## config.mk

```make
export PLATFORM = sky130hd
export DESIGN_NAME = swrb_ctrl
export DESIGN_NICKNAME = d
export VERILOG_FILES = /design/src/swrb_pkg.sv /design/src/swrb_ctrl.sv
export VERILOG_INCLUDE_DIRS = /design/src /design/src/src
export SDC_FILE = /design/constraint.sdc
export NUM_CORES = 1
export LEC_CHECK = 0
export CORE_AREA = 3 3 40 42
export DETAILED_ROUTE_END_ITERATION = 10
export DIE_AREA = 0 0 43 45
export DONT_BUFFER_PORTS = 1
export GPL_TIMING_DRIVEN = 0
export PLACE_DENSITY = 0.31
export SLEW_MARGIN = 10
export SYNTH_ARGS = -nofsm -noshare
export SYNTH_HDL_FRONTEND = slang
export SYNTH_SLANG_ARGS = --single-unit
```

## constraint.sdc

```tcl
create_clock -name clk -period 2.75 [get_ports clk]
set_clock_uncertainty 0.1 [all_clocks]
set_input_delay 0.55 -clock clk [delete_from_list [all_inputs] [get_ports clk]]
set_output_delay 0.55 -clock clk [all_outputs]
set_load 0.02 [all_outputs]
```

## src/sliding_window_reorder_buffer_core_macros.svh

```systemverilog
// Assertion macros shared by the reorder buffer modules.
`ifndef SLIDING_WINDOW_REORDER_BUFFER_CORE_MACROS_SVH
`define SLIDING_WINDOW_REORDER_BUFFER_CORE_MACROS_SVH

// Same-cycle implication, checked on clk, off while rst is high.
`define SWRB_ASSERT_NOW(lbl, ante, cons) \
  lbl: assert property (@(posedge clk) disable iff (rst) (ante) |-> (cons)) \
    else $error("swrb: same-cycle check failed");

// Next-cycle implication, checked on clk, off while rst is high.
`define SWRB_ASSERT_NEXT(lbl, ante, cons) \
  lbl: assert property (@(posedge clk) disable iff (rst) (ante) |=> (cons)) \
    else $error("swrb: next-cycle check failed");

`endif

```

## src/swrb_pkg.sv

```systemverilog
// Types and constants of the sliding window reorder buffer.
`default_nettype none
package swrb_pkg;

  localparam int OFFSET_W   = 32;
  localparam int PKT_NUM_W  = 22;
  localparam int LEN_W      = 11;
  localparam int BYTE_IDX_W = 10;
  localparam int DATA_W     = 8;
  localparam int STATUS_W   = 3;

  // Fixed packet size: packet number is the offset with the low bits dropped.
  localparam int PACKET_BYTES = 1024;
  localparam int OFFSET_SHIFT = $clog2(PACKET_BYTES);

  localparam logic REQ_WRITE = 1'b0;
  localparam logic REQ_READ  = 1'b1;

  typedef enum logic [STATUS_W-1:0] {
    ST_STORED    = 3'd0,
    ST_COMPLETE  = 3'd1,
    ST_OUTSIDE   = 3'd2,
    ST_DUPLICATE = 3'd3,
    ST_BADLEN    = 3'd4,
    ST_DELIVERED = 3'd5,
    ST_EMPTY     = 3'd6
  } status_t;

  typedef struct packed {
    logic capture;
    logic decode;
    logic commit;
  } cmd_t;

endpackage
`default_nettype wire

```

## src/swrb_ctrl.sv

```systemverilog
// Controller: sequences one word through capture, decode and execute.
`default_nettype none
`include "sliding_window_reorder_buffer_core_macros.svh"
module swrb_ctrl (
  input  wire logic          clk,
  input  wire logic          rst,
  input  wire logic          in_valid,
  output logic               in_ready,
  output logic               out_valid,
  input  wire logic          out_ready,
  output swrb_pkg::cmd_t     cmd
);

  typedef enum logic [1:0] {
    S_IDLE,
    S_DECODE,
    S_EXEC
  } state_t;

  state_t state;

  always_comb begin
    cmd.capture = in_valid && in_ready;
    cmd.decode  = (state == S_DECODE);
    cmd.commit  = (state == S_EXEC) && (!out_valid || out_ready);
  end

  always_ff @(posedge clk) begin
    if (rst) begin
      state     <= S_IDLE;
      in_ready  <= 1'b1;
      out_valid <= 1'b0;
    end else begin
      if (cmd.commit) begin
        out_valid <= 1'b1;
      end else if (out_ready) begin
        out_valid <= 1'b0;
      end
      unique case (state)
        S_IDLE: begin
          if (cmd.capture) begin
            state    <= S_DECODE;
            in_ready <= 1'b0;
          end
        end
        S_DECODE: begin
          state <= S_EXEC;
        end
        S_EXEC: begin
          if (cmd.commit) begin
            state    <= S_IDLE;
            in_ready <= 1'b1;
          end
        end
        default: begin
          state    <= S_IDLE;
          in_ready <= 1'b1;
        end
      endcase
    end
  end

  `SWRB_ASSERT_NOW(a_ready_only_idle, 1'b1, in_ready == (state == S_IDLE))
  `SWRB_ASSERT_NEXT(a_commit_fills_out, cmd.commit, out_valid)
  `SWRB_ASSERT_NEXT(a_exec_holds, (state == S_EXEC) && !cmd.commit, state == S_EXEC)

endmodule
`default_nettype wire

```

==> flow_summary.toml <==
[status]
status = "finished, final reports clean"

[logic_synthesis]
synth_xor_area_share_pct = 0
synth_compound_area_share_pct = 11.11
synth.avg_cell_area_um2 = 10.01
ys_types = 13
synth_nets = 22
seq_area_frac_synth_pct = 44.44
synth_top_family_by_area = "simple AND/OR/NAND/NOR gates"
synth_simple_gate_area_share_pct = 42.36
ys_seq_elements = 4
synth_area_um2 = 180.2
synthMuxAreaShare_pct = 0
yosys_warnings = 0
synth_fa_ha_area_share_pct = 0
synthCells = 18

[critical_path]
cp_data_required_time_ns = 2.10
crit_fanout = 4
critPathKind = "flip-flop to output pin"
path_delay_family = "simple AND/OR/NAND/NOR gates"
start_kind = "flip-flop"
cp-startpoint = "out_valid$_SDFFE_PP0P_"
crit_chain = "nand2b_1 > nor2b_1"
cp-end-kind = "output pin"
cpMaxStageDelayCell = "dfxtp_1"
crit_arrival_ns = 1.11
r2r_start = "in_ready$_SDFFE_PP1P_"
critPathBufInv = 0
cpPeakStageDelay_ns = 0.38

[floorplanning]
rows = 13
die_h_um = 45
num_io_pins = 9
die-area_mm2 = 0.001935
core_area_mm2 = 0.001285
die_x_um = 43
start_util_pct = 14.02

[sta]
period_minus_slack_ns = 1.758
slew_headroom_pct = 72.74
maxSlewViolCount = 0
tightest_slew_ns = 0.4081
max_freq_mhz = 568.8
totalNegativeSetupSlack_ns = 0
post-route-period-util_pct = 63.93
setup_violations = 0
finalHoldViolCount = 0
grt_setup_unrepaired = "no"

[route]
drtAntennaViolNets = 0
wire_per_inst_um = 10.58
drtIter0Drc = 5
vias = 142
drt-total-wl_um = 381
drc = 0
dr.pass1.iters = 4
vias_per_cell = 3.944

[clock_tree]
htreeDepth = 1
cts_setup_buffers = 0
clk_pin_slew_ns = 0.03
ctsHoldBuffers = 0
cts_tree = "done"
clock_path_buffers = 2
clock_sinks = 4
root_buffer = "clkbuf_4"
clk_latency_ns = 0.23
post_cts_resized = 0
numCtsBuffers = 3

[global_routing]
grt_max_degree = 7
antenna_found_initial = 0
track_usage_pct = 4.576
overflow = 0
grt_pass1_vias = 143
grt_pass1_wl_um = 565

[cells_and_area]
syn2layout_area_growth_pct = 22.92
nNetsFinal = 27
layout-drive-gt1-share_pct = 19.05
diodes = 0

[worst_hold_path]
hp-start = "rst"
min_path_type = "input port to flip-flop"

[placed_design]
dpl.hpwl_um = 304.2
routabilityCongestion = 0.7277
port_buffers = 0

[power_and_ir_drop]
power.total_w = 0.0001524
p_leak_nw = 0.08235
powerDensity_mw_per_mm2 = 688.0
max-vdd-ir-drop_mv = 0.1515

[job]
cap_violations = 0
layout by cell type, fill, tap and decap left out:
master / netlist / layout
clkbuf_4: 0 / 3
nor2b_1: 1 / 1
nor3b_1: 1 / 1
and4bb_1: 1 / 1
nor2_1: 1 / 1
and2_1: 1 / 1
o21a_1: 1 / 1
nand2b_1: 2 / 2
o31ai_1: 1 / 1
inv_1: 1 / 1
and2b_4: 1 / 1
nor4b_1: 2 / 2
dfxtp_1: 4 / 4
a21oi_1: 1 / 1
cells by family after synthesis:
kind of cell           after synthesis
flip-flops                           4
AND/OR/NAND/NOR                     10
buffers and inverters                1
AO/OA/AOI/OAI                        3
final timing paths:
check	to	slack (ns)	cells past startpoint
hold / removal	out_valid$_SDFFE_PP0P_	0.28	1
setup / recovery	cmd[0]	0.99	2
setup reg to reg	state[0]$_SDFFE_PP0P_	1.52	2
hold reg to reg	state[0]$_SDFFE_PP0P_	0.42	1
state kept, by name, indices dropped and copies added (netlist names):
name and flops:
state 2, in_ready 1, out_valid 1
worst reg2reg max path: cells and delay by family, from the launching register on:
kind,cells,cell delay (ns)
DFF,1,0.48
and+or+nand+nor,2,0.55
area by class of cell:
class                      instances  area (µm²)
fill                             141        1064
inverter                           1       3.754
sequential                         4       80.08
tap                               15       18.77
multi-input combinational         13       96.34
clock buffer                       3       22.52
layer usage:
metal	track usage, %	vias up	part of all wire, %
li1	-	72	-
met1	5.048	62	49
met2	4.192	8	37
met3	4.382	0	14
met4	5.422	0	0
met5	0	-	0
where the power goes:
group	switching (W)	total, W	internal, W	leakage [nW]
Combinational	0.00000717	0.0000135	0.00000635	0.0357
Sequential	0.00000639	0.0000683	0.0000619	0.0329
Clock	0.0000219	0.0000706	0.0000487	0.0138
synthesized netlist by cell type:
| master | n | area share (%) |
|---|---|---|
| dfxtp_1 | 4 | 44 |
| nand2b_1 | 2 | 6.9 |
| nor4b_1 | 2 | 9.7 |
| a21oi_1 | 1 | 2.8 |
| and2_1 | 1 | 3.5 |
| and2b_4 | 1 | 5.6 |
| and4bb_1 | 1 | 6.9 |
| inv_1 | 1 | 2.1 |
| nor2_1 | 1 | 2.1 |
| nor2b_1 | 1 | 3.5 |
| nor3b_1 | 1 | 4.2 |
| o21a_1 | 1 | 4.2 |
| o31ai_1 | 1 | 4.2 |
metrics by stage:
step / setup WS [ns] / std cells / util, % / hold slack, ns / cell area (µm²)
6_report: 0.9918 / 36 / 17.23 / 0.2834 / 221.5
5_1_grt: 0.9170 / 36 / 17.23 / 0.2804 / 221.5
4_1_cts: 0.9643 / 36 / 17.23 / 0.2757 / 221.5
3_5_place_dp: 1.075 / 33 / 15.48 / 0.4064 / 198.9
3_3_place_gp: 1.076 / 33 / 15.48 / 0.4294 / 198.9
2_1_floorplan: 1.118 / 18 / - / 0.3707 / 180.2
Power figures use the tool's default switching activity.
